[src/hdl/srr_pkg.sv]
// Shared types and constants of the selective-repeat receiver.
package srr_pkg;

   localparam int SEQ_BITS  = 3;
   localparam int DATA_BITS = 32;

   localparam logic KIND_ACK  = 1'b0;
   localparam logic KIND_DATA = 1'b1;

   typedef struct packed {
      logic wr_en;
      logic clr_en;
   } store_ctl_type;

endpackage

[src/hdl/selective_repeat_receiver.sv]
// Top level of the selective-repeat ARQ receiver: sequencer, output register.
//
//   channel | direction | ports                                   | handshake
//   --------+-----------+-----------------------------------------+----------------------
//   req     | in        | seq_num, checksum_ok, payload           | req_valid/req_ready
//   rsp     | out       | kind, ack_num, data_out, last           | rsp_valid/rsp_ready
//
// A request with a bad checksum is taken and causes nothing.
// A good request is reduced below SEQ_SPACE by repeated subtraction (none is
// needed when SEQ_SPACE >= 8), offset from the window base and placed in its
// ring slot before the acknowledgement is loaded, then the in-order payloads
// follow; all modulo work goes through one compare-and-subtract unit, one reduction per cycle.
// req_ready is high only while the sequencer is idle. Output stalls hold the
// sequencer in the acknowledge or delivery step; the output register lets the
// next request in while the final result still waits.
// Synchronous reset empties all slots and sets window base and head to zero.
module selective_repeat_receiver #(
   parameter int WINDOW       = 4,
   parameter int SEQ_SPACE    = 8,
   parameter int PAYLOAD_BITS = 32
) (
   input  logic                             clock,
   input  logic                             reset,

   input  logic                             req_valid,
   output logic                             req_ready,
   input  logic [srr_pkg::SEQ_BITS-1:0]     req_seq_num,
   input  logic                             req_checksum_ok,
   input  logic [srr_pkg::DATA_BITS-1:0]    req_payload,

   output logic                             rsp_valid,
   input  logic                             rsp_ready,
   output logic                             rsp_kind,
   output logic [srr_pkg::SEQ_BITS-1:0]     rsp_ack_num,
   output logic [srr_pkg::DATA_BITS-1:0]    rsp_data_out,
   output logic                             rsp_last
);

   localparam int IW  = (WINDOW > 1) ? $clog2(WINDOW) : 1;
   localparam int BW  = $clog2(SEQ_SPACE);
   localparam int AS  = $clog2(2 * SEQ_SPACE);
   localparam int AWN = $clog2(2 * WINDOW);
   localparam int AT  = (AS > AWN) ? AS : AWN;
   localparam int AW  = (AT > srr_pkg::SEQ_BITS) ? AT : srr_pkg::SEQ_BITS;

   // sequencer states
   localparam logic [2:0] S_IDLE = 3'd0;  // wait for a request
   localparam logic [2:0] S_RED  = 3'd1;  // reduce seq_num modulo SEQ_SPACE
   localparam logic [2:0] S_OFF  = 3'd2;  // offset from the window base
   localparam logic [2:0] S_PHY  = 3'd3;  // physical slot, buffer the payload
   localparam logic [2:0] S_ACK  = 3'd4;  // emit the acknowledgement
   localparam logic [2:0] S_DLV  = 3'd5;  // emit in-order deliveries

   logic [2:0]                    state_ff, state_in;
   logic [AW-1:0]                 acc_ff, acc_in;
   logic [srr_pkg::SEQ_BITS-1:0]  seq_ff, seq_in;
   logic [PAYLOAD_BITS-1:0]       pay_ff, pay_in;
   logic                          in_win_ff, in_win_in;
   logic                          at_base_ff, at_base_in;
   logic [BW-1:0]                 base_ff, base_in;
   logic [IW-1:0]                 head_ff, head_in;

   logic                          rsp_valid_ff, rsp_valid_in;
   logic                          rsp_kind_ff, rsp_kind_in;
   logic [srr_pkg::SEQ_BITS-1:0]  rsp_ack_ff, rsp_ack_in;
   logic [srr_pkg::DATA_BITS-1:0] rsp_data_ff, rsp_data_in;
   logic                          rsp_last_ff, rsp_last_in;

   logic [AW-1:0]                 unit_m, unit_r;
   logic                          unit_ge;
   logic [IW-1:0]                 phys, head_next;
   logic [BW-1:0]                 base_next;
   logic                          out_free;

   srr_pkg::store_ctl_type        store_ctl;
   logic [PAYLOAD_BITS-1:0]       rd_data;
   logic [WINDOW-1:0]             filled;

   // the one modulo unit: modulus WINDOW while placing in the ring, else SEQ_SPACE
   assign unit_m = (state_ff == S_PHY) ? AW'(WINDOW) : AW'(SEQ_SPACE);

   srr_mod_unit #(.AW(AW)) u_mod (
      .a  (acc_ff),
      .m  (unit_m),
      .r  (unit_r),
      .ge (unit_ge)
   );

   srr_slot_store #(
      .WINDOW       (WINDOW),
      .PAYLOAD_BITS (PAYLOAD_BITS),
      .IW           (IW)
   ) u_store (
      .clock    (clock),
      .reset    (reset),
      .ctl      (store_ctl),
      .wr_addr  (phys),
      .wr_data  (pay_ff),
      .clr_addr (head_ff),
      .rd_addr  (head_ff),
      .rd_data  (rd_data),
      .filled   (filled)
   );

   assign phys      = unit_r[IW-1:0];
   assign head_next = (head_ff == IW'(WINDOW - 1)) ? '0 : head_ff + 1'b1;
   assign base_next = (base_ff == BW'(SEQ_SPACE - 1)) ? '0 : base_ff + 1'b1;
   assign out_free  = !rsp_valid_ff || rsp_ready;
   assign req_ready = (state_ff == S_IDLE);

   always_comb begin
      state_in     = state_ff;
      acc_in       = acc_ff;
      seq_in       = seq_ff;
      pay_in       = pay_ff;
      in_win_in    = in_win_ff;
      at_base_in   = at_base_ff;
      base_in      = base_ff;
      head_in      = head_ff;
      rsp_valid_in = rsp_valid_ff && !rsp_ready;
      rsp_kind_in  = rsp_kind_ff;
      rsp_ack_in   = rsp_ack_ff;
      rsp_data_in  = rsp_data_ff;
      rsp_last_in  = rsp_last_ff;
      store_ctl    = '0;

      case (state_ff)
         S_IDLE: begin
            // take the request; drop it at once on a bad checksum
            if (req_valid) begin
               seq_in = req_seq_num;
               acc_in = AW'(req_seq_num);
               pay_in = PAYLOAD_BITS'(req_payload);
               if (req_checksum_ok) begin
                  state_in = S_RED;
               end
            end
         end
         S_RED: begin
            // subtract SEQ_SPACE until below it, then bias by the base
            if (unit_ge) begin
               acc_in = unit_r;
            end else begin
               acc_in   = acc_ff + AW'(SEQ_SPACE) - AW'(base_ff);
               state_in = S_OFF;
            end
         end
         S_OFF: begin
            in_win_in  = (unit_r < AW'(WINDOW));
            at_base_in = (unit_r == '0);
            acc_in     = AW'(head_ff) + unit_r;
            state_in   = S_PHY;
         end
         S_PHY: begin
            // buffer only into an empty slot; a duplicate keeps its first word
            store_ctl.wr_en = in_win_ff && !filled[phys];
            state_in        = S_ACK;
         end
         S_ACK: begin
            if (out_free) begin
               rsp_valid_in = 1'b1;
               rsp_kind_in  = srr_pkg::KIND_ACK;
               rsp_ack_in   = seq_ff;
               rsp_data_in  = '0;
               rsp_last_in  = !(in_win_ff && at_base_ff);
               state_in     = (in_win_ff && at_base_ff) ? S_DLV : S_IDLE;
            end
         end
         S_DLV: begin
            // deliver the head slot, free it and advance base and head
            if (out_free) begin
               rsp_valid_in    = 1'b1;
               rsp_kind_in     = srr_pkg::KIND_DATA;
               rsp_ack_in      = '0;
               rsp_data_in     = srr_pkg::DATA_BITS'(rd_data);
               rsp_last_in     = (head_next == head_ff) || !filled[head_next];
               store_ctl.clr_en = 1'b1;
               head_in         = head_next;
               base_in         = base_next;
               if ((head_next == head_ff) || !filled[head_next]) begin
                  state_in = S_IDLE;
               end
            end
         end
         default: begin
            state_in = S_IDLE;
         end
      endcase
   end

   always_ff @(posedge clock) begin
      if (reset) begin
         state_ff     <= S_IDLE;
         base_ff      <= '0;
         head_ff      <= '0;
         rsp_valid_ff <= 1'b0;
      end else begin
         state_ff     <= state_in;
         base_ff      <= base_in;
         head_ff      <= head_in;
         rsp_valid_ff <= rsp_valid_in;
      end
   end

   always_ff @(posedge clock) begin
      acc_ff      <= acc_in;
      seq_ff      <= seq_in;
      pay_ff      <= pay_in;
      in_win_ff   <= in_win_in;
      at_base_ff  <= at_base_in;
      rsp_kind_ff <= rsp_kind_in;
      rsp_ack_ff  <= rsp_ack_in;
      rsp_data_ff <= rsp_data_in;
      rsp_last_ff <= rsp_last_in;
   end

   assign rsp_valid    = rsp_valid_ff;
   assign rsp_kind     = rsp_kind_ff;
   assign rsp_ack_num  = rsp_ack_ff;
   assign rsp_data_out = rsp_data_ff;
   assign rsp_last     = rsp_last_ff;

   // a delivery step always finds the head slot filled
   a_dlv_filled : assert property (@(posedge clock) disable iff (reset)
      state_ff == S_DLV |-> filled[head_ff])
      else $error("delivery from an empty head slot");

   // window base and ring head stay inside their ranges
   a_base_range : assert property (@(posedge clock) disable iff (reset)
      (base_ff < BW'(SEQ_SPACE - 1)) || (base_ff == BW'(SEQ_SPACE - 1)))
      else $error("window base out of range");

   a_head_range : assert property (@(posedge clock) disable iff (reset)
      (head_ff < IW'(WINDOW - 1)) || (head_ff == IW'(WINDOW - 1)))
      else $error("ring head out of range");

   // a request with a bad checksum leaves the block ready
   a_drop : assert property (@(posedge clock) disable iff (reset)
      req_valid && req_ready && !req_checksum_ok |=> req_ready)
      else $error("dropped request did not return to idle");

   // delivered results carry no acknowledgement number
   a_dlv_ack : assert property (@(posedge clock) disable iff (reset)
      rsp_valid && (rsp_kind == srr_pkg::KIND_DATA) |-> (rsp_ack_num == '0))
      else $error("delivery with a nonzero acknowledgement number");

endmodule

[src/hdl/srr_mod_unit.sv]
// Shared compare-and-subtract unit used for every modulo reduction.
module srr_mod_unit #(
   parameter int AW = 4
) (
   input  logic [AW-1:0] a,
   input  logic [AW-1:0] m,
   output logic [AW-1:0] r,
   output logic          ge
);

   assign ge = (a >= m);
   assign r  = ge ? (a - m) : a;

endmodule

[src/hdl/srr_slot_store.sv]
// Circular slot store: payload words and per-slot filled flags.
module srr_slot_store #(
   parameter int WINDOW       = 4,
   parameter int PAYLOAD_BITS = 32,
   parameter int IW           = (WINDOW > 1) ? $clog2(WINDOW) : 1
) (
   input  logic                      clock,
   input  logic                      reset,
   input  srr_pkg::store_ctl_type    ctl,
   input  logic [IW-1:0]             wr_addr,
   input  logic [PAYLOAD_BITS-1:0]   wr_data,
   input  logic [IW-1:0]             clr_addr,
   input  logic [IW-1:0]             rd_addr,
   output logic [PAYLOAD_BITS-1:0]   rd_data,
   output logic [WINDOW-1:0]         filled
);

   logic [PAYLOAD_BITS-1:0] slot_ff [WINDOW];
   logic [WINDOW-1:0]       filled_ff;
   logic [WINDOW-1:0]       filled_in;

   always_comb begin
      filled_in = filled_ff;
      if (ctl.wr_en) begin
         filled_in[wr_addr] = 1'b1;
      end
      if (ctl.clr_en) begin
         filled_in[clr_addr] = 1'b0;
      end
   end

   always_ff @(posedge clock) begin
      if (reset) begin
         filled_ff <= '0;
      end else begin
         filled_ff <= filled_in;
      end
   end

   // payload words carry no reset; a slot is read only once filled
   always_ff @(posedge clock) begin
      if (ctl.wr_en) begin
         slot_ff[wr_addr] <= wr_data;
      end
   end

   assign rd_data = slot_ff[rd_addr];
   assign filled  = filled_ff;

endmodule

[config.mk]
export PLATFORM = sky130hd
export DESIGN_NAME = selective_repeat_receiver
export DESIGN_NICKNAME = d
export VERILOG_FILES = /design/src/hdl/srr_pkg.sv /design/src/hdl/selective_repeat_receiver.sv /design/src/hdl/srr_mod_unit.sv /design/src/hdl/srr_slot_store.sv
export SDC_FILE = /design/constraint.sdc
export NUM_CORES = 1
export LEC_CHECK = 0
export BUFFER_PORTS_ARGS = -buffer_cell sky130_fd_sc_hd__buf_2
export CAP_MARGIN = 5
export CORE_MARGIN = 4
export CORE_UTILIZATION = 35
export DETAILED_ROUTE_END_ITERATION = 6
export GPL_ROUTABILITY_DRIVEN = 0
export PLACE_DENSITY = 0.59
export SYNTH_ARGS = -nofsm -noshare
export SYNTH_HDL_FRONTEND = slang
export SYNTH_SLANG_ARGS = --single-unit
[constraint.sdc]
create_clock -name clock -period 4.85 [get_ports clock]
set_input_delay 0.2425 -clock clock [delete_from_list [all_inputs] [get_ports clock]]
set_output_delay 0.2425 -clock clock [all_outputs]
set_load 0.005 [all_outputs]
==> impl_metrics.yaml <==
final_layout:
  nNetsFinal: 627
  multi_input_area_um2: 1881
  final_area_um2: 10400
  antennaDiodeCount: 0
  n_fill_cell: 2147
  syn_to_final_growth_pct: 22.68
  drive_gt1_share_pct: 28.57
  final_cells: 907
  seqCellArea_um2: 6489
global_routing:
  grt_max_degree: 43
  grt_pass1_wl_um: 24540
  antenna_found_initial: 0
  grt_overflow: 0
  grt_use_total_pct: 11.81
  grt_pass1_vias: 4414
floorplan:
  dieHeight_um: 163.7
  die-area_um2: 26780
  core_area_um2: 23680
  start_util_pct: 35.81
  io_pins: 79
  rows: 56
  chipWidth_um: 163.7
status:
  status: "complete, no violations"
worst_setup_path:
  rr_worst_depth: 8
  path_cells: "and3_1, ha_1, inv_1, fa_1, nor2_1, a211oi_1, xor2_1, a221o_1"
  reg2reg_slack_ns: 2.16
  crit_type: "reg -> reg"
  worstPathRequired_ns: 5.09
  r2r_end: "acc_ff[2]"
  cpMaxStageDelayCell: "dfxtp_1"
  slowest_delay_ns: 0.60
  r2r_start: "state_ff[0]"
  arrival_ns: 2.93
  worstPathMaxFanout: 13
  startpoint_type: "flop"
  end_kind: "flop"
detailed_routing:
  drt-total-wl_um: 15780
  vias_per_cell: 4.695
  final_antenna_net_count: 0
  first_iter_violations: 331
  vias: 4258
  first_pass_iters: 4
  avgRoutedWirePerCell_um: 17.39
  drc_errors: 0
timing:
  tightestPinTransition_ns: 1.074
  fin_setup_tns_ns: 0
  fin_crit_sh_pct: 55.50
  rsz0062_at_grt: "no"
  setup_viol: 0
  fmax_ghz: 0.3715
  fin_skew_ns: 0.01264
  maxSlewViolCount: 0
  maxSlewHeadroom_pct: 28.26
  fin_crit_ns: 2.692
  hold_viol: 0
clock_network:
  post_cts_buffers: 0
  clk_path_buf_depth: 3
  insertion_delay_ns: 0.50
  clk_pin_slew_ns: 0.07
  cts_buffers: 24
  cts_resized: 0
  cts_tree: "done"
  htree_levels: 1
  clock-root-buffer: "clkbuf_16"
  cts.sinks: 221
power:
  p_seq_share_pct: 51.2
  pwr-share-comb_pct: 14.5
  p_sw_w: 0.001301
  internal_power_w: 0.003815
  clkPwrFrac_pct: 34.3
  switching_share_pct: 25.43
  p_per_area_nw_per_um2: 491.8
  ir_worst_vdd_v: 0.0002407
  p_leak_nw: 3.557
synthesis:
  synth_cells: 440
  ys_ff_latch: 221
  synth_warnings: 0
  synth.distinct_cells: 53
  ys_top_cells_by_count: "206 x edfxtp_1, 33 x nor2b_1, 32 x mux4_2"
  yosysTopAreaCellShare_pct: 72.94
  syn_area_um2: 8481
  synth.most_common_cell: "edfxtp_1"
  syn_area_per_cell_um2: 19.27
  synth_edf_count: 206
  async_reset_ff_share_pct: 0
  synth_nets: 497
  synth.area.top_cells: "edfxtp_1 73%, mux4_2 8.5%, dfxtp_1 3.5%"
  synth-seq-area-share_pct: 76.48
  ys.flop_type: "edfxtp_1"
  synth_area_leader_cell: "edfxtp_1"
min_path:
  min_to: "rsp_valid"
  hold_class: "in -> reg"
  hold_start: "rsp_ready"
  hold_depth: 3
run:
  maxCapViolCount: 0
place:
  dp_hpwl_um: 9352
  place_area_um2: 9271
  dp.cells: 828
  io_buffers: 78
[sequential cells by signal, indices dropped and copies added (netlist names), named ones only]
register         cells
acc_ff               4
at_base_ff           1
base_ff              3
head_ff              2
in_win_ff            1
pay_ff              32
rsp_ack_num          3
rsp_data_out        32
rsp_kind             1
rsp_last             1
rsp_valid            1
seq_ff               3
state_ff             3
u_store.filled       4
u_store.slot_ff    128
[worst max path at each step]
stage	start	to	slack, ns
detailed placement	state_ff[0]	acc_ff[2]	2.20
global placement	state_ff[0]	acc_ff[2]	2.32
CTS	state_ff[0]	acc_ff[2]	2.18
global route	state_ff[0]	acc_ff[2]	2.08
finish	state_ff[0]	acc_ff[2]	2.16
floorplan	state_ff[1]	u_store.slot_ff[3][0]	1.23
[stage by stage]
step                      worst slack (ns)  total power (W)  hold WS [ns]  utilization (%)
after floorplan                      1.227         0.003080        0.3414                -
after global placement               2.318         0.003353        0.4209            39.15
after detailed placement             2.197         0.003397        0.4206            39.15
after CTS                            2.177         0.005193      0.009737            43.93
after global routing                 2.076         0.005369       0.05264            43.93
final                                2.158         0.005117       0.03111            43.93
[layout by cell type (no fill, tap or decap), drive strengths merged, types with 2 or more instances in the layout]
| cell | count |
|---|---|
| a211oi | 5 |
| a21boi | 2 |
| a21o | 2 |
| a21oi | 8 |
| a221o | 2 |
| a22oi | 2 |
| a311o | 2 |
| a31oi | 5 |
| and2 | 5 |
| buf | 85 |
| clkbuf | 39 |
| clkinv | 5 |
| dfxtp | 15 |
| dlygate4sd3 | 35 |
| edfxtp | 206 |
| fa | 3 |
| ha | 14 |
| inv | 16 |
| mux2i | 2 |
| mux4 | 32 |
| nand2 | 14 |
| nand2b | 2 |
| nand3 | 4 |
| nand3b | 3 |
| nor2 | 13 |
| nor2b | 33 |
| nor3 | 6 |
| nor3b | 2 |
| o21a | 2 |
| o21ai | 7 |
| xor2 | 2 |
[power groups by stage]
stage | clock, W | combinational, W | sequential (W)
after floorplan | 0 | 0.000489 | 0.00259
after global placement | 0 | 0.000710 | 0.00264
after detailed placement | 0 | 0.000735 | 0.00266
after CTS | 0.00181 | 0.000761 | 0.00262
after global routing | 0.00189 | 0.000828 | 0.00265
final | 0.00176 | 0.000741 | 0.00262
[area by class of cell]
class,count,area share [%]
sequential,221,62.37
timing repair buffer,120,7.625
inverter,16,0.5773
clock inverter,5,0.2165
tap,319,3.836
multi-input combinational,187,18.08
clock buffer,39,7.300
[critical path, delay by kind of cell, from the launching register on]
family          cells  cell delay [ns]
fa+ha+maj           2             0.68
simple gates        2             0.54
compound gates      2             0.39
buf+inv             1             0.05
xor+xnor            1             0.16
flops               1             0.60
[layer usage]
metal  global-route usage (%)  part of all wire (%)  up-vias
met2                    19.18                    48      108
li1                         -                     -     1992
met5                        0                     0        -
met1                    16.07                    45     2129
met4                    3.698                   2.2        0
met3                    2.422                   5.1       29
[repair_timing]
item                                    4_1_cts  5_1_grt
endpoints found under the setup margin        0        0
endpoints found under the hold margin        35        0
hold buffers                                 35        0
[cells by family after synthesis]
group,share of synthesized area [%]
and+or+nand+nor,6.477
buffers and inverters,1.711
muxes,8.734
xor gates and xnor gates,0.3099
adders and majority gates,2.774
DFF,76.48
AOI/OAI and AO/OA,3.511
Note: power is estimated with default switching activity, not from simulation.
